<file path="src/rtl/stc_pkg.sv">
`default_nettype none

package stc_pkg;

    // Field widths
    localparam int TEMP_W     = 12;
    localparam int THYST_W    = 9;
    localparam int CHG_W      = 14;
    localparam int CHYST_W    = 10;
    localparam int MASK_W     = 3;
    localparam int MODE_W     = 2;
    localparam int CFG_IDX_W  = 3;
    localparam int CFG_DATA_W = 14;

    // Register indexes on the configuration port
    localparam logic [CFG_IDX_W-1:0] CFG_TEMP_LIMIT  = 3'd0;
    localparam logic [CFG_IDX_W-1:0] CFG_TEMP_HYST   = 3'd1;
    localparam logic [CFG_IDX_W-1:0] CFG_CHARGE_HIGH = 3'd2;
    localparam logic [CFG_IDX_W-1:0] CFG_CHARGE_MID  = 3'd3;
    localparam logic [CFG_IDX_W-1:0] CFG_CHARGE_LOW  = 3'd4;
    localparam logic [CFG_IDX_W-1:0] CFG_CHARGE_HYST = 3'd5;

    // Register reset values
    localparam logic signed [TEMP_W-1:0] RST_TEMP_LIMIT  = 12'sd650;
    localparam logic [THYST_W-1:0]       RST_TEMP_HYST   = 9'd50;
    localparam logic [CHG_W-1:0]         RST_CHARGE_HIGH = 14'd9990;
    localparam logic [CHG_W-1:0]         RST_CHARGE_MID  = 14'd9900;
    localparam logic [CHG_W-1:0]         RST_CHARGE_LOW  = 14'd9800;
    localparam logic [CHYST_W-1:0]       RST_CHARGE_HYST = 10'd50;

    localparam logic [MASK_W-1:0] RST_MASK = 3'b111;

    // Charge mode
    typedef enum logic [MODE_W-1:0] {
        MODE_ALL_ON  = 2'd0,
        MODE_TWO_ON  = 2'd1,
        MODE_ALL_OFF = 2'd2
    } t_mode;

    typedef logic signed [TEMP_W-1:0] t_temp;

    typedef struct packed {
        logic signed [TEMP_W-1:0] temp_limit;
        logic [THYST_W-1:0]       temp_hyst;
        logic [CHG_W-1:0]         charge_high;
        logic [CHG_W-1:0]         charge_mid;
        logic [CHG_W-1:0]         charge_low;
        logic [CHYST_W-1:0]       charge_hyst;
    } t_cfg;

    typedef struct packed {
        logic signed [TEMP_W-1:0] temp_a;
        logic signed [TEMP_W-1:0] temp_b;
        logic signed [TEMP_W-1:0] temp_c;
        logic [CHG_W-1:0]         charge_level;
    } t_poll;

    typedef struct packed {
        logic [MASK_W-1:0] enables;
        t_mode             mode;
    } t_result;

endpackage

`default_nettype wire

</file>
<file path="src/rtl/stc_in_if.sv">
`default_nettype none

interface stc_in_if;
    logic                                valid;
    logic                                ready;
    logic signed [stc_pkg::TEMP_W-1:0]   temp_a;
    logic signed [stc_pkg::TEMP_W-1:0]   temp_b;
    logic signed [stc_pkg::TEMP_W-1:0]   temp_c;
    logic [stc_pkg::CHG_W-1:0]           charge_level;

    modport source (output valid, output temp_a, output temp_b, output temp_c,
                    output charge_level, input ready);
    modport sink (input valid, input temp_a, input temp_b, input temp_c,
                  input charge_level, output ready);
endinterface

`default_nettype wire

</file>
<file path="src/rtl/stc_out_if.sv">
`default_nettype none

interface stc_out_if;
    logic                          valid;
    logic                          ready;
    logic [stc_pkg::MASK_W-1:0]    enables;
    logic [stc_pkg::MODE_W-1:0]    mode;

    modport source (output valid, output enables, output mode, input ready);
    modport sink (input valid, input enables, input mode, output ready);
endinterface

`default_nettype wire

</file>
<file path="src/rtl/stc_config.sv">
`default_nettype none

module stc_config (
    input  wire logic                               i_clk,
    input  wire logic                               i_rst_n,
    input  wire logic                               i_cfg_we,
    input  wire logic [stc_pkg::CFG_IDX_W-1:0]      i_cfg_idx,
    input  wire logic [stc_pkg::CFG_DATA_W-1:0]     i_cfg_data,
    output stc_pkg::t_cfg                           o_cfg
);

    stc_pkg::t_cfg r_cfg;

    // Register file; unknown indexes are ignored
    always_ff @(posedge i_clk) begin
        if (!i_rst_n) begin
            r_cfg.temp_limit  <= stc_pkg::RST_TEMP_LIMIT;
            r_cfg.temp_hyst   <= stc_pkg::RST_TEMP_HYST;
            r_cfg.charge_high <= stc_pkg::RST_CHARGE_HIGH;
            r_cfg.charge_mid  <= stc_pkg::RST_CHARGE_MID;
            r_cfg.charge_low  <= stc_pkg::RST_CHARGE_LOW;
            r_cfg.charge_hyst <= stc_pkg::RST_CHARGE_HYST;
        end else if (i_cfg_we) begin
            unique case (i_cfg_idx)
                stc_pkg::CFG_TEMP_LIMIT:
                    r_cfg.temp_limit <= signed'(i_cfg_data[stc_pkg::TEMP_W-1:0]);
                stc_pkg::CFG_TEMP_HYST:
                    r_cfg.temp_hyst <= i_cfg_data[stc_pkg::THYST_W-1:0];
                stc_pkg::CFG_CHARGE_HIGH:
                    r_cfg.charge_high <= i_cfg_data[stc_pkg::CHG_W-1:0];
                stc_pkg::CFG_CHARGE_MID:
                    r_cfg.charge_mid <= i_cfg_data[stc_pkg::CHG_W-1:0];
                stc_pkg::CFG_CHARGE_LOW:
                    r_cfg.charge_low <= i_cfg_data[stc_pkg::CHG_W-1:0];
                stc_pkg::CFG_CHARGE_HYST:
                    r_cfg.charge_hyst <= i_cfg_data[stc_pkg::CHYST_W-1:0];
                default: begin
                end
            endcase
        end
    end

    assign o_cfg = r_cfg;

endmodule

`default_nettype wire

</file>
<file path="src/rtl/stc_engine.sv">
`default_nettype none

// Holds the charge mode and enable mask and computes one poll's update.
module stc_engine (
    input  wire logic            i_clk,
    input  wire logic            i_rst_n,
    input  wire logic            i_step,
    input  wire stc_pkg::t_cfg   i_cfg,
    input  wire stc_pkg::t_poll  i_poll,
    output stc_pkg::t_result     o_result
);

    stc_pkg::t_mode               r_mode, n_mode;
    logic [stc_pkg::MASK_W-1:0]   r_mask, n_mask;

    logic signed [13:0] hot_th, cool_th;
    logic signed [15:0] chg, chg_high, mid_lo, mid_hi, low_lo;
    stc_pkg::t_temp     t [3];
    logic [2:0]         hot_bits, cool_bits;
    logic [2:0]         m_cooled;
    logic [1:0]         cnt;

    // Temperature thresholds at full precision
    assign hot_th  = 14'(i_cfg.temp_limit) + signed'(14'(i_cfg.temp_hyst));
    assign cool_th = 14'(i_cfg.temp_limit) - signed'(14'(i_cfg.temp_hyst));

    assign t[0] = i_poll.temp_a;
    assign t[1] = i_poll.temp_b;
    assign t[2] = i_poll.temp_c;

    always_comb begin
        for (int k = 0; k < 3; k++) begin
            hot_bits[k]  = 14'(t[k]) > hot_th;
            cool_bits[k] = 14'(t[k]) < cool_th;
        end
    end

    // Overheated channels drop out first
    assign m_cooled = r_mask & ~hot_bits;
    assign cnt      = 2'($countones(m_cooled));

    // Charge thresholds
    assign chg      = signed'(16'(i_poll.charge_level));
    assign chg_high = signed'(16'(i_cfg.charge_high));
    assign mid_lo   = signed'(16'(i_cfg.charge_mid)) - signed'(16'(i_cfg.charge_hyst));
    assign mid_hi   = signed'(16'(i_cfg.charge_mid)) + signed'(16'(i_cfg.charge_hyst));
    assign low_lo   = signed'(16'(i_cfg.charge_low)) - signed'(16'(i_cfg.charge_hyst));

    // Mode chain, first match wins
    always_comb begin
        n_mode = r_mode;
        priority if (chg > chg_high) begin
            n_mode = stc_pkg::MODE_ALL_OFF;
        end else if (chg < mid_lo && r_mode == stc_pkg::MODE_ALL_OFF) begin
            n_mode = stc_pkg::MODE_TWO_ON;
        end else if (chg < low_lo && r_mode == stc_pkg::MODE_TWO_ON) begin
            n_mode = stc_pkg::MODE_ALL_ON;
        end else if (chg > mid_hi && r_mode == stc_pkg::MODE_ALL_ON) begin
            n_mode = stc_pkg::MODE_TWO_ON;
        end else begin
            n_mode = r_mode;
        end
    end

    // Three-compare exchange sort, then pick the two coolest eligible
    stc_pkg::t_temp      s [3];
    logic [1:0]          c [3];
    logic [2:0]          sc;
    logic signed [12:0]  gap;
    logic                allow;
    logic [2:0]          pick;
    logic [2:0]          two_mask;

    always_comb begin
        stc_pkg::t_temp tt;
        logic [1:0]     tc;
        tt = '0;
        tc = '0;
        s[0] = t[0]; s[1] = t[1]; s[2] = t[2];
        c[0] = 2'd0; c[1] = 2'd1; c[2] = 2'd2;
        if (s[1] < s[0]) begin
            tt = s[0]; tc = c[0]; s[0] = s[1]; c[0] = c[1]; s[1] = tt; c[1] = tc;
        end
        if (s[2] < s[0]) begin
            tt = s[0]; tc = c[0]; s[0] = s[2]; c[0] = c[2]; s[2] = tt; c[2] = tc;
        end
        if (s[2] < s[1]) begin
            tt = s[1]; tc = c[1]; s[1] = s[2]; c[1] = c[2]; s[2] = tt; c[2] = tc;
        end
    end

    always_comb begin
        for (int i = 0; i < 3; i++) begin
            sc[i] = 14'(s[i]) < cool_th;
        end
    end

    assign gap   = 13'(s[2]) - 13'(s[1]);
    assign allow = (cnt == 2'd3) || (cnt == 2'd2 && gap > signed'(13'(i_cfg.temp_hyst)));
    assign pick  = {sc[2] && !(sc[0] && sc[1]), sc[1], sc[0]};

    always_comb begin
        two_mask = '0;
        for (int i = 0; i < 3; i++) begin
            if (allow && pick[i]) begin
                two_mask[c[i]] = 1'b1;
            end
        end
    end

    // Mask rebuild for the new mode
    always_comb begin
        unique case (n_mode)
            stc_pkg::MODE_ALL_OFF: n_mask = '0;
            stc_pkg::MODE_ALL_ON:  n_mask = m_cooled | cool_bits;
            stc_pkg::MODE_TWO_ON:  n_mask = two_mask;
            default:               n_mask = m_cooled;
        endcase
    end

    // State registers
    always_ff @(posedge i_clk) begin
        if (!i_rst_n) begin
            r_mode <= stc_pkg::MODE_ALL_ON;
            r_mask <= stc_pkg::RST_MASK;
        end else if (i_step) begin
            r_mode <= n_mode;
            r_mask <= n_mask;
        end
    end

    assign o_result.enables = n_mask;
    assign o_result.mode    = n_mode;

    // All-off never jumps straight to all-on
    a_no_mode_skip: assert property (@(posedge i_clk) disable iff (!i_rst_n)
        r_mode == stc_pkg::MODE_ALL_OFF |=> r_mode != stc_pkg::MODE_ALL_ON)
        else $error("mode skipped two-on");

endmodule

`default_nettype wire

</file>
<file path="src/rtl/solar_tracker_thermal_charge_control_core.sv">
// An accepted poll item waits in the input register and moves on to the result
// register, where its result is offered, once that register is free.
// Throughput: one item per cycle unless the result side stalls; input and result
// registers decouple the sides, and the mode/mask update is a single combinational pass.
// Reset (synchronous, active low): mode all-on, all three channels enabled,
// configuration registers at their defaults, both pipeline registers empty.
`default_nettype none

module solar_tracker_thermal_charge_control_core (
    input  wire logic                              i_clk,
    input  wire logic                              i_rst_n,
    stc_in_if.sink                                 i_in,
    stc_out_if.source                              o_out,
    input  wire logic                              i_cfg_we,
    input  wire logic [stc_pkg::CFG_IDX_W-1:0]     i_cfg_idx,
    input  wire logic [stc_pkg::CFG_DATA_W-1:0]    i_cfg_data
);

    stc_pkg::t_cfg     cfg;
    stc_pkg::t_result  result;
    stc_pkg::t_poll    r_poll;
    logic              r_in_valid;
    logic              r_out_valid;
    stc_pkg::t_result  r_out;
    logic              step;
    logic              in_take;

    stc_config u_config (
        .i_clk      (i_clk),
        .i_rst_n    (i_rst_n),
        .i_cfg_we   (i_cfg_we),
        .i_cfg_idx  (i_cfg_idx),
        .i_cfg_data (i_cfg_data),
        .o_cfg      (cfg)
    );

    // Item moves from input register to result register
    assign step    = r_in_valid && (!r_out_valid || o_out.ready);
    assign i_in.ready = !r_in_valid || step;
    assign in_take = i_in.valid && i_in.ready;

    stc_engine u_engine (
        .i_clk    (i_clk),
        .i_rst_n  (i_rst_n),
        .i_step   (step),
        .i_cfg    (cfg),
        .i_poll   (r_poll),
        .o_result (result)
    );

    // Input register
    always_ff @(posedge i_clk) begin
        if (!i_rst_n) begin
            r_in_valid <= 1'b0;
        end else if (in_take) begin
            r_in_valid <= 1'b1;
        end else if (step) begin
            r_in_valid <= 1'b0;
        end
    end

    always_ff @(posedge i_clk) begin
        if (in_take) begin
            r_poll.temp_a       <= i_in.temp_a;
            r_poll.temp_b       <= i_in.temp_b;
            r_poll.temp_c       <= i_in.temp_c;
            r_poll.charge_level <= i_in.charge_level;
        end
    end

    // Result register
    always_ff @(posedge i_clk) begin
        if (!i_rst_n) begin
            r_out_valid <= 1'b0;
        end else if (step) begin
            r_out_valid <= 1'b1;
        end else if (o_out.ready) begin
            r_out_valid <= 1'b0;
        end
    end

    always_ff @(posedge i_clk) begin
        if (step) begin
            r_out <= result;
        end
    end

    assign o_out.valid   = r_out_valid;
    assign o_out.enables = r_out.enables;
    assign o_out.mode    = r_out.mode;

    // All-off results carry an empty mask
    a_off_empty: assert property (@(posedge i_clk) disable iff (!i_rst_n)
        r_out_valid && r_out.mode == stc_pkg::MODE_ALL_OFF |-> r_out.enables == '0)
        else $error("channels enabled in all-off mode");

    // Two-on mode never enables more than two channels
    a_two_max: assert property (@(posedge i_clk) disable iff (!i_rst_n)
        r_out_valid && r_out.mode == stc_pkg::MODE_TWO_ON |-> $countones(r_out.enables) <= 2)
        else $error("more than two channels in two-on mode");

    // A held item reaches the result register once it is free
    a_advance: assert property (@(posedge i_clk) disable iff (!i_rst_n)
        r_in_valid && (!r_out_valid || o_out.ready) |=> r_out_valid)
        else $error("item did not advance");

endmodule

`default_nettype wire

</file>
<file path="src/flat_wrapper.sv">
// flat-port wrapper written by rule: the top's interface ports become plain ports
module solar_tracker_thermal_charge_control_core_flat 
  (i_clk, i_rst_n, i_cfg_we, i_cfg_idx, i_cfg_data, i_in_valid, i_in_temp_a, i_in_temp_b, i_in_temp_c, i_in_charge_level, i_in_ready, o_out_valid, o_out_enables, o_out_mode, o_out_ready);
  stc_in_if i_in_i ();
  stc_out_if o_out_i ();
  input  wire logic i_clk;
  input  wire logic i_rst_n;
  input  wire logic i_cfg_we;
  input  wire logic [stc_pkg::CFG_IDX_W-1:0] i_cfg_idx;
  input  wire logic [stc_pkg::CFG_DATA_W-1:0] i_cfg_data;
  input wire logic [$bits(i_in_i.valid)-1:0] i_in_valid;
  input wire logic [$bits(i_in_i.temp_a)-1:0] i_in_temp_a;
  input wire logic [$bits(i_in_i.temp_b)-1:0] i_in_temp_b;
  input wire logic [$bits(i_in_i.temp_c)-1:0] i_in_temp_c;
  input wire logic [$bits(i_in_i.charge_level)-1:0] i_in_charge_level;
  output wire logic [$bits(i_in_i.ready)-1:0] i_in_ready;
  output wire logic [$bits(o_out_i.valid)-1:0] o_out_valid;
  output wire logic [$bits(o_out_i.enables)-1:0] o_out_enables;
  output wire logic [$bits(o_out_i.mode)-1:0] o_out_mode;
  input wire logic [$bits(o_out_i.ready)-1:0] o_out_ready;
  assign i_in_i.valid = i_in_valid;
  assign i_in_i.temp_a = i_in_temp_a;
  assign i_in_i.temp_b = i_in_temp_b;
  assign i_in_i.temp_c = i_in_temp_c;
  assign i_in_i.charge_level = i_in_charge_level;
  assign i_in_ready = i_in_i.ready;
  assign o_out_valid = o_out_i.valid;
  assign o_out_enables = o_out_i.enables;
  assign o_out_mode = o_out_i.mode;
  assign o_out_i.ready = o_out_ready;
  solar_tracker_thermal_charge_control_core u_core (.i_clk(i_clk), .i_rst_n(i_rst_n), .i_in(i_in_i), .o_out(o_out_i), .i_cfg_we(i_cfg_we), .i_cfg_idx(i_cfg_idx), .i_cfg_data(i_cfg_data));
endmodule
</file>
<file path="config.mk">
export PLATFORM = sky130hd
export DESIGN_NAME = solar_tracker_thermal_charge_control_core_flat
export DESIGN_NICKNAME = d
export VERILOG_FILES = /design/src/rtl/stc_pkg.sv /design/src/rtl/stc_in_if.sv /design/src/rtl/stc_out_if.sv /design/src/rtl/stc_config.sv /design/src/rtl/stc_engine.sv /design/src/rtl/solar_tracker_thermal_charge_control_core.sv /design/src/flat_wrapper.sv
export SDC_FILE = /design/constraint.sdc
export NUM_CORES = 1
export LEC_CHECK = 0
export ABC_AREA = 1
export ABC_CLOCK_PERIOD_IN_PS = 8400
export BUFFER_PORTS_ARGS = -buffer_cell sky130_fd_sc_hd__buf_2
export CAP_MARGIN = 0
export CORE_MARGIN = 2
export CORE_UTILIZATION = 54
export CTS_CLUSTER_SIZE = 28
export DETAILED_ROUTE_END_ITERATION = 16
export GPL_TIMING_DRIVEN = 0
export PLACE_DENSITY = 0.72
export SLEW_MARGIN = 20
export SYNTH_ARGS = -nofsm -noshare
export SYNTH_HDL_FRONTEND = slang
export SYNTH_SLANG_ARGS = --single-unit
export TNS_END_PERCENT = 50
</file>
<file path="constraint.sdc">
create_clock -name i_clk -period 8.4 [get_ports i_clk]
set_input_delay 1.26 -clock i_clk [delete_from_list [all_inputs] [get_ports i_clk]]
set_output_delay 1.26 -clock i_clk [all_outputs]
set_load 0.05 [all_outputs]
</file>
==> impl_metrics.tcl, run 1 <==
set metrics [dict create \
    status "complete, no violations" \
    hp-start "u_core.u_config.o_cfg[45]$_SDFFE_PN0P_" \
    drc 0 \
    timing.final.ws_setup_ns 0.3330 \
    p_leak_nw 7.551 \
    critPathMaxFanout 9 \
    die_h_microns 160.2 \
    peakVddDrop_v 0.0001555 \
    cpPeakStageDelay_ns 0.50 \
    num_antenna_cells 0 \
    worstHoldPathCells 2 \
    setup_tns_ns 0 \
    htreeDepth 4 \
    post-route-period-util_pct 96.04 \
    drt_first_pass_iters 7 \
    final_nets 2209 \
    antenna_found_initial 0 \
    whs_endpoint "u_core.u_config.o_cfg[45]$_SDFFE_PN0P_" \
    vias 12410 \
    layout_common_cells "nand2_1 (331), ha_1 (251), inv_1 (210)" \
    place_hpwl_mm 30.10 \
    worst_slew_pin_slew_ns 0.8623 \
    io_pins 79 \
    yosys-top-cells-area "ha_1 (24%), edfxtp_1 (13%), dfxtp_1 (12%)" \
    fill_cells 2164 \
    worst_ep_arrival_time_ns 8.26 \
    reg2regPathDepth 60 \
    root_buffer "clkbuf_16" \
    reg2reg_to "u_core.o_out.enables[0]$_DFFE_PP_" \
    yosysUniqueCellTypes 56 \
    final_common_cell "nand2_1" \
    grt_max_degree 51 \
    syn_inst 1725 \
    wl_mm 38.61 \
    grt-ovfl-total 0 \
    ant_nets 0 \
    drt_iter0_markers 723 \
    power.total_mw 3.877 \
    yosysWarnings 0 \
    ys_ff_latch 135 \
    cts_sinks 135 \
    clock_latency_ns 0.44 \
    synth_top_area_share_pct 24.42 \
    hold_violations 0 \
    drive_gt1_share_pct 15.05 \
    min_path_type "flop to flop" \
    startpoint_type "flop" \
    setup_viol 0 \
    ys.flop_type "dfxtp_1" \
    coreArea_sq_mm 0.02411 \
    synth_edf_count 55 \
    crit_path_frequent_cell "nand2_1" \
    dpl_cell_area_sq_mm 0.01396 \
    worstPathRequired_ns 8.59 \
    die_w_microns 160.2 \
    powerDensity_mw_per_mm2 254.3 \
    syn_nets 2060 \
    initial_core_util_pct 54.62 \
    final_util_pct 63.25 \
    cts_tree "done" \
    clkSlewWorstSetupHoldPaths_ns 0.07 \
    synth_area_leader_cell "ha_1" \
    pre_cts_ws_ns -0.9308 \
    fin_skew_ns 0.01264 \
    design.die.area_sq_mm 0.02565 \
    cp_slowest_cell "edfxtp_1" \
    numCtsBuffers 17 \
    post_drt_via_cell_ratio 5.611 \
    max_slew_margin_pct 42.10 \
    grt_pass1_vias 12030 \
    slew_viol_final 0 \
    hold_buffers 0 \
    cp-end-kind "flop" \
    grt_pass1_wl_mm 59.18 \
    synthToLayoutAreaGrowth_pct 15.78 \
    rows 57 \
    async_flop_share_pct 0 \
    reg2reg_setup_slack_ns 0.33 \
    seq_area_frac_synth_pct 24.71 \
    gp_congestion 0.9314 \
    clock_path_buffers 2 \
    reg2reg_from "u_core.r_poll[44]$_DFFE_PP_" \
    syn-cell-area_sq_mm 0.01317 \
    drv_cap 0 \
    critPathTopFamily "simple AND/OR/NAND/NOR gates" \
    period_needed_ns 8.067 \
    grt_usage_pct 29.40 \
    wl_per_cell_microns 17.46 \
    fmax_mhz 124.0 \
    final_area_sq_mm 0.01525 \
    crit_buf_inv 10 \
    synth_area_per_cell_sq_um 7.633 \
    critical_path_class "flop to flop" \
    portBuffers 77 \
]
[sequential cells by signal, summed over array words and instances, names as in the netlist]
name	count
u_core.r_poll	50
u_core.o_out.valid	1
u_core.u_engine.r_mask	3
u_core.o_out.mode	2
u_core.o_out.enables	3
u_core.u_engine.r_mode	2
u_core.u_config.o_cfg	73
u_core.r_in_valid	1
[cell usage after synthesis (4+ instances only)]
cell type and count:
xor2_1 51, clkbuf_1 22, nand3_1 78, o21ai_0 127, dfxtp_1 80, o21ai_2 7
nor2_1 104, o311ai_0 4, buf_2 6, and2_1 7, a31oi_1 6, o21bai_1 11
nand3_2 9, nor3_1 17, a21oi_1 148, ha_1 257, nand2_1 340, xnor2_1 13
a211oi_1 4, o21a_1 16, o21ai_1 5, nand4_1 17, nand2_4 8, o221ai_1 4
nand2_2 25, inv_1 221, o211ai_1 20, nand3b_1 4, or2_2 4, edfxtp_1 55
a21o_1 13, fa_1 6
[logic make-up after synthesis]
kind of cell,synth area share (%)
AOI/OAI and AO/OA,16.87
adders and majority gates,25.33
DFF,24.71
xor gates and xnor gates,4.257
and+or+nand+nor,21.25
buffers and inverters,7.592
[how the worst max path moves through the flow]
| stage | from | end | slack, ns | depth (start not counted) |
|---|---|---|---|---|
| final | u_core.r_poll[44]$_DFFE_PP_ | u_core.o_out.enables[0]$_DFFE_PP_ | 0.33 | 60 |
| after global routing | u_core.r_poll[44]$_DFFE_PP_ | u_core.o_out.enables[0]$_DFFE_PP_ | -0.19 | 58 |
| after global placement | u_core.r_poll[37]$_DFFE_PP_ | u_core.o_out.enables[0]$_DFFE_PP_ | -0.90 | 56 |
| after CTS | u_core.r_poll[48]$_DFFE_PP_ | u_core.o_out.enables[0]$_DFFE_PP_ | 0.004 | 60 |
| after floorplan | u_core.r_poll[37]$_DFFE_PP_ | u_core.o_out.enables[0]$_DFFE_PP_ | 0.81 | 58 |
| after detailed placement | u_core.r_poll[37]$_DFFE_PP_ | u_core.o_out.enables[0]$_DFFE_PP_ | -0.93 | 56 |
[worst min-delay path: stages (launching register included)]
cell and delay, ns:
dfxtp_1 0.30, inv_1 0.06, a21oi_1 0.06
[layout make-up]
type | instances | area [sq um] | share of cell area (%)
Buffer | 32 | 188.9 | 1.239
Timing Repair Buffer | 129 | 807.0 | 5.293
Inverter | 223 | 845.8 | 5.548
Clock buffer | 18 | 439.2 | 2.881
Clock inverter | 14 | 136.4 | 0.8945
Tap cell | 324 | 405.4 | 2.659
Timing Repair inverter | 1 | 7.507 | 0.04924
Multi-Input combinational cell | 1335 | 9163 | 60.10
Sequential cell | 135 | 3253 | 21.34
[metal layers]
layer	vias to the layer above	GRT usage, %	part of all wire (%)	wire length, microns
li1	6195	-	-	-
met1	5742	32.87	40	15460
met2	347	52.74	49	18960
met3	122	3.792	4.1	1593
met4	0	18.76	6.7	2599
met5	-	0	0	0
[power by group]
part / switching, mW / internal (mW) / total (mW)
clock: 0.358 / 0.402 / 0.759
combinational: 1.42 / 0.945 / 2.37
sequential: 0.0336 / 0.718 / 0.752
[metrics by stage]
step	hold WS [ns]	std cells
after floorplan	0.4329	1725
after global placement	0.4432	2126
after detailed placement	0.4503	2126
after CTS	0.4653	2162
after global routing	0.4976	2211
final	0.4643	2211
[what timing repair did]
item / in CTS / in global routing
resized for setup: 19 / 57
pin swaps: 2 / 35
setup buffers: 4 / 47
cloned: 0 / 2
setup endpoints to repair: 6 / 6
No activity file was read; power rests on OpenSTA's default activity.
==> run 2: changes to the inputs <==
--- a/config.mk
+++ b/config.mk
@@ -6,11 +6,11 @@
 export NUM_CORES = 1
 export LEC_CHECK = 0
 export ABC_AREA = 1
-export ABC_CLOCK_PERIOD_IN_PS = 8400
 export BUFFER_PORTS_ARGS = -buffer_cell sky130_fd_sc_hd__buf_2
 export CAP_MARGIN = 0
 export CORE_MARGIN = 2
 export CORE_UTILIZATION = 54
+export CTS_BUF_LIST = sky130_fd_sc_hd__clkbuf_2 sky130_fd_sc_hd__clkbuf_4 sky130_fd_sc_hd__clkbuf_8
 export CTS_CLUSTER_SIZE = 28
 export DETAILED_ROUTE_END_ITERATION = 16
 export GPL_TIMING_DRIVEN = 0
==> constraint.sdc (replaced) <==
create_clock -name i_clk -period 8.4 [get_ports i_clk]
set_input_delay 1.68 -clock i_clk [delete_from_list [all_inputs] [get_ports i_clk]]
set_output_delay 1.68 -clock i_clk [all_outputs]
set_load 0.05 [all_outputs]
==> run 2 against run 1 <==
  * Cell count increased by 0.14%
  * Die area unchanged
  * Sequential share of layout area increased by 0.19 points
  * Flip-flop and latch count unchanged
  * Setup slack got worse by 0.024 ns
  * Clock skew increased by 0.0088 ns
  * Fmax decreased by 0.30%
  * Routed wire length decreased by 0.54%
  * Critical endpoint unchanged
  * Largest cell class unchanged
  * Largest power group unchanged
==> impl_metrics.tcl, run 2 (synthesis gave the netlist of run 1 again) <==
set metrics [dict create \
    drt_iter0_markers 884 \
    peakVddDrop_v 0.0001468 \
    gp_congestion 0.9314 \
    period_needed_ns 8.091 \
    clkSlewWorstSetupHoldPaths_ns 0.11 \
    grt-ovfl-total 0 \
    wl_mm 38.40 \
    rows 57 \
    startpoint_type "flop" \
    clock_path_buffers 2 \
    initial_core_util_pct 54.62 \
    post_drt_via_cell_ratio 5.592 \
    ant_nets 0 \
    clock_latency_ns 0.49 \
    reg2reg_to "u_core.o_out.enables[0]$_DFFE_PP_" \
    crit_path_frequent_cell "nand2_1" \
    worstHoldPathCells 2 \
    portBuffers 77 \
    p_leak_nw 7.486 \
    cts_tree "done" \
    wl_per_cell_microns 17.34 \
    cp-end-kind "flop" \
    drc 0 \
    die_h_microns 160.2 \
    worst_ep_arrival_time_ns 8.33 \
    final_nets 2212 \
    numCtsBuffers 17 \
    fin_skew_ns 0.02143 \
    root_buffer "clkbuf_8" \
    powerDensity_mw_per_mm2 244.3 \
    cpPeakStageDelay_ns 0.48 \
    fmax_mhz 123.6 \
    layout_common_cells "nand2_1 (331), ha_1 (248), inv_1 (209)" \
    cp_slowest_cell "edfxtp_1" \
    reg2reg_from "u_core.r_poll[33]$_DFFE_PP_" \
    hold_buffers 0 \
    grt_pass1_wl_mm 58.69 \
    worst_slew_pin_slew_ns 0.8634 \
    die_w_microns 160.2 \
    drv_cap 0 \
    max_slew_margin_pct 42.03 \
    min_path_type "flop to flop" \
    design.die.area_sq_mm 0.02565 \
    hold_violations 0 \
    drive_gt1_share_pct 15.40 \
    worstPathRequired_ns 8.64 \
    grt_pass1_vias 11920 \
    fin_hold_ws_ns 0.4647 \
    final_area_sq_mm 0.01511 \
    grt_max_degree 51 \
    status "complete, no violations" \
    dpl_cell_area_sq_mm 0.01396 \
    critical_path_class "flop to flop" \
    grt_usage_pct 29.14 \
    setup_tns_ns 0 \
    final_common_cell "nand2_1" \
    drt_first_pass_iters 5 \
    antenna_found_initial 0 \
    cts_sinks 135 \
    vias 12380 \
    setup_viol 0 \
    coreArea_sq_mm 0.02411 \
    reg2regPathDepth 57 \
    num_antenna_cells 0 \
    synthToLayoutAreaGrowth_pct 14.76 \
    io_pins 79 \
    slew_viol_final 0 \
    reg2reg_setup_slack_ns 0.31 \
    post-route-period-util_pct 96.32 \
    whs_endpoint "u_core.u_config.o_cfg[45]$_SDFFE_PN0P_" \
    hp-start "u_core.u_config.o_cfg[45]$_SDFFE_PN0P_" \
    htreeDepth 4 \
    place_hpwl_mm 30.10 \
    largest_reg_flops 73 \
    critPathMaxFanout 9 \
]
run 2: metal layers:
layer / global-route usage (%) / up-vias / part of all wire [%]
met5: 0 / - / 0
met4: 17.44 / 0 / 6.4
met3: 3.792 / 118 / 4.0
met2: 52.50 / 336 / 49
met1: 32.83 / 5737 / 40
li1: - / 6190 / -
run 2: layout make-up:
class | count | area (sq um)
Buffer | 32 | 188.9
Clock buffer | 18 | 247.7
Clock inverter | 14 | 136.4
Fill cell | 2204 | 8995
Inverter | 223 | 845.8
Multi-Input combinational cell | 1335 | 9196
Sequential cell | 135 | 3253
Tap cell | 324 | 405.4
Timing Repair Buffer | 132 | 829.5
Timing Repair inverter | 1 | 7.507
run 2: what timing repair did:
action / in CTS / in global routing
pin swaps: 2 / 36
setup buffers: 5 / 48
cloned: 0 / 3
endpoints found under the setup margin: 6 / 6
gates resized for setup: 19 / 62
run 2: critical path: cells and delay by family, from the launching register on:
kind,cells,cell delay (ns)
xor+xnor,2,0.29
compound gates,14,2.14
buf+inv,10,1.12
fa+ha+maj,5,1.39
flops,1,0.48
simple gates,26,2.39
run 2: worst max path at each step:
stage | start | end | slack, ns | cells past startpoint
final | u_core.r_poll[33]$_DFFE_PP_ | u_core.o_out.enables[0]$_DFFE_PP_ | 0.31 | 57
after global routing | u_core.r_poll[33]$_DFFE_PP_ | u_core.o_out.enables[0]$_DFFE_PP_ | -0.22 | 57
after CTS | u_core.r_poll[48]$_DFFE_PP_ | u_core.o_out.enables[0]$_DFFE_PP_ | 0.04 | 60
after detailed placement | u_core.r_poll[37]$_DFFE_PP_ | u_core.o_out.enables[0]$_DFFE_PP_ | -0.93 | 56
after global placement | u_core.r_poll[37]$_DFFE_PP_ | u_core.o_out.enables[0]$_DFFE_PP_ | -0.90 | 56
after floorplan | u_core.r_poll[37]$_DFFE_PP_ | u_core.o_out.enables[0]$_DFFE_PP_ | 0.81 | 58
run 2: where the power goes:
group	leakage, nW	switching (mW)	internal [mW]	total (mW)
Clock	0.193	0.331	0.228	0.559
Combinational	6.10	1.42	0.959	2.38
Sequential	1.19	0.0332	0.718	0.751
Total	7.49	1.79	1.90	3.69
run 2: metrics by stage:
stage | total power, mW | setup WS, ns | utilization [%] | instances
after floorplan | 2.324 | 0.8081 | - | 1725
after global placement | 2.750 | -0.8959 | 57.91 | 2126
after detailed placement | 2.805 | -0.9308 | 57.92 | 2126
after CTS | 3.415 | 0.03890 | 60.00 | 2163
after global routing | 4.013 | -0.2192 | 62.69 | 2214
final | 3.692 | 0.3090 | 62.69 | 2214
==> run 3: changes to the inputs <==
--- a/config.mk
+++ b/config.mk
@@ -15,6 +15,7 @@
 export DETAILED_ROUTE_END_ITERATION = 16
 export GPL_TIMING_DRIVEN = 0
 export PLACE_DENSITY = 0.72
+export REMOVE_ABC_BUFFERS = 1
 export SLEW_MARGIN = 20
 export SYNTH_ARGS = -nofsm -noshare
 export SYNTH_HDL_FRONTEND = slang
==> run 3 against run 2 <==
  * Register-to-register slack got worse by 0.08 ns
  * Clock skew rose by 0.015 ns
  * Critical endpoint unchanged
  * Critical path type unchanged
  * Clock power rose by 3%
  * Cell count fell by 1.1%
==> impl_metrics.tcl, run 3 (synthesis gave the netlist of run 1 again) <==
set metrics [dict create \
    status "complete, no violations" \
    clock_latency_ns 0.48 \
    cp_slowest_cell "edfxtp_1" \
    min_path_type "flop to flop" \
    grt-ovfl-total 0 \
    worst_ep_arrival_time_ns 8.39 \
    wl_mm 36.33 \
    max_slew_margin_pct 37.27 \
    hp-start "u_core.u_config.o_cfg[44]$_SDFFE_PN0P_" \
    slew_viol_final 0 \
    place_hpwl_mm 27.54 \
    period_needed_ns 8.166 \
    cts_sinks 135 \
    critical_path_class "flop to flop" \
    final_util_pct 63.13 \
    grt_usage_pct 27.45 \
    antenna_found_initial 0 \
    die_w_microns 160.2 \
    reg2reg_from "u_core.r_poll[44]$_DFFE_PP_" \
    worst_slew_pin_slew_ns 0.9375 \
    portBuffers 78 \
    drv_cap 0 \
    clkSlewWorstSetupHoldPaths_ns 0.08 \
    grt_max_degree 51 \
    peakVddDrop_v 0.0001324 \
    io_pins 79 \
    vias 12270 \
    coreArea_sq_mm 0.02411 \
    die_h_microns 160.2 \
    ant_nets 0 \
    cp-end-kind "flop" \
    clock_path_buffers 2 \
    cpPeakStageDelay_ns 0.49 \
    grt_pass1_vias 11740 \
    num_antenna_cells 0 \
    p_leak_nw 7.507 \
    hold_buffers 0 \
    critPathMaxFanout 9 \
    final_common_cell "nand2_1" \
    fin_skew_ns 0.03638 \
    drt_first_pass_iters 5 \
    cts_tree "done" \
    worstPathRequired_ns 8.62 \
    design.die.area_sq_mm 0.02565 \
    grt_pass1_wl_mm 56.39 \
    crit_start "u_core.r_poll[44]$_DFFE_PP_" \
    hold_violations 0 \
    initial_core_util_pct 54.62 \
    fill_cells 2120 \
    pre_cts_ws_ns -1.863 \
    drt_iter0_markers 731 \
    setup_viol 0 \
    dpl_cell_area_sq_mm 0.01388 \
    rows 57 \
    final_nets 2187 \
    drive_gt1_share_pct 15.98 \
    synthToLayoutAreaGrowth_pct 15.56 \
    post_drt_via_cell_ratio 5.606 \
    htreeDepth 4 \
    layout_common_cells "nand2_1 (327), ha_1 (244), inv_1 (210)" \
    gp_congestion 0.8991 \
    powerDensity_mw_per_mm2 248.7 \
    root_buffer "clkbuf_8" \
    numCtsBuffers 17 \
    startpoint_type "flop" \
    setup_tns_ns 0 \
    largest_reg_flops 73 \
    wl_per_cell_microns 16.60 \
    crit_path_frequent_cell "nand2_2" \
    timing.final.ws_setup_ns 0.2336 \
    drc 0 \
    fin_hold_ws_ns 0.4634 \
    post-route-period-util_pct 97.22 \
    fmax_mhz 122.5 \
    final_area_sq_mm 0.01522 \
]
==> run 3: cell count changes in the layout (fill, tap and decap cells not counted), moves of 3 or more <==
cell / delta
nand2_4: +3
nand3_1: -3
o21ai_2: -3
ha_1: -4
buf_2: -3
buf_4: -4
clkinvlp_4: -3
clkinv_4: +3
clkbuf_1: -22
nand2_1: -4
==> run 3: routing by layer <==
| layer | up-vias | GRT usage (%) | wire, microns |
|---|---|---|---|
| met2 | 311 | 50.92 | 18300 |
| met5 | - | 0 | 0 |
| met4 | 0 | 12.12 | 1670 |
| met1 | 5723 | 31.59 | 14960 |
| met3 | 97 | 3.325 | 1410 |
| li1 | 6141 | - | - |
==> run 3: final cells by class <==
| cell class | instances | area [sq um] | area share, % |
|---|---|---|---|
| timing repair inverter | 3 | 22.52 | 0.1480 |
| multi-input combinational | 1337 | 9366 | 61.55 |
| inverter | 223 | 855.8 | 5.624 |
| timing repair buffer | 135 | 908.4 | 5.969 |
| clock buffer | 18 | 241.5 | 1.587 |
| sequential | 135 | 3253 | 21.38 |
| clock inverter | 14 | 163.9 | 1.077 |
| tap | 324 | 405.4 | 2.664 |
==> run 3: path summary, 6_finish.rpt <==
path	depth (start not counted)	slack, ns	to
worst min register to register	2	0.46	u_core.u_config.o_cfg[44]$_SDFFE_PN0P_
worst max register to register	58	0.23	u_core.o_out.enables[0]$_DFFE_PP_
worst max-delay path	58	0.23	u_core.o_out.enables[0]$_DFFE_PP_
worst min-delay path	2	0.46	u_core.u_config.o_cfg[44]$_SDFFE_PN0P_
==> run 3: critical path, delay by kind of cell, from the launching register on <==
family          cells  cell delay (ns)
compound gates      9             1.52
simple gates       32             3.03
xor+xnor            2             0.49
fa+ha+maj           4             1.16
buf+inv            11             1.22
flops               1             0.49
==> run 3: per-stage QoR <==
| step | std cells | power, mW |
|---|---|---|
| 6_report | 2189 | 3.784 |
| 3_3_place_gp | 2095 | 2.702 |
| 2_1_floorplan | 1693 | 2.280 |
| 3_5_place_dp | 2097 | 2.800 |
| 4_1_cts | 2149 | 3.524 |
| 5_1_grt | 2189 | 4.109 |
==> run 3: power breakdown <==
group / switching [mW] / internal, mW / leakage (nW) / total, mW
Combinational: 1.49 / 0.969 / 6.11 / 2.46
Sequential: 0.0351 / 0.718 / 1.19 / 0.753
Clock: 0.300 / 0.276 / 0.209 / 0.576
Total: 1.82 / 1.96 / 7.51 / 3.78
==> run 3: what timing repair did <==
item | 4_1_cts | 5_1_grt
pin swaps | 7 | 31
endpoints found under the setup margin | 6 | 6
cloned | 3 | 4
buffers inserted | 17 | 36
resized for setup | 31 | 67
endpoints found under the hold margin | 0 | 0
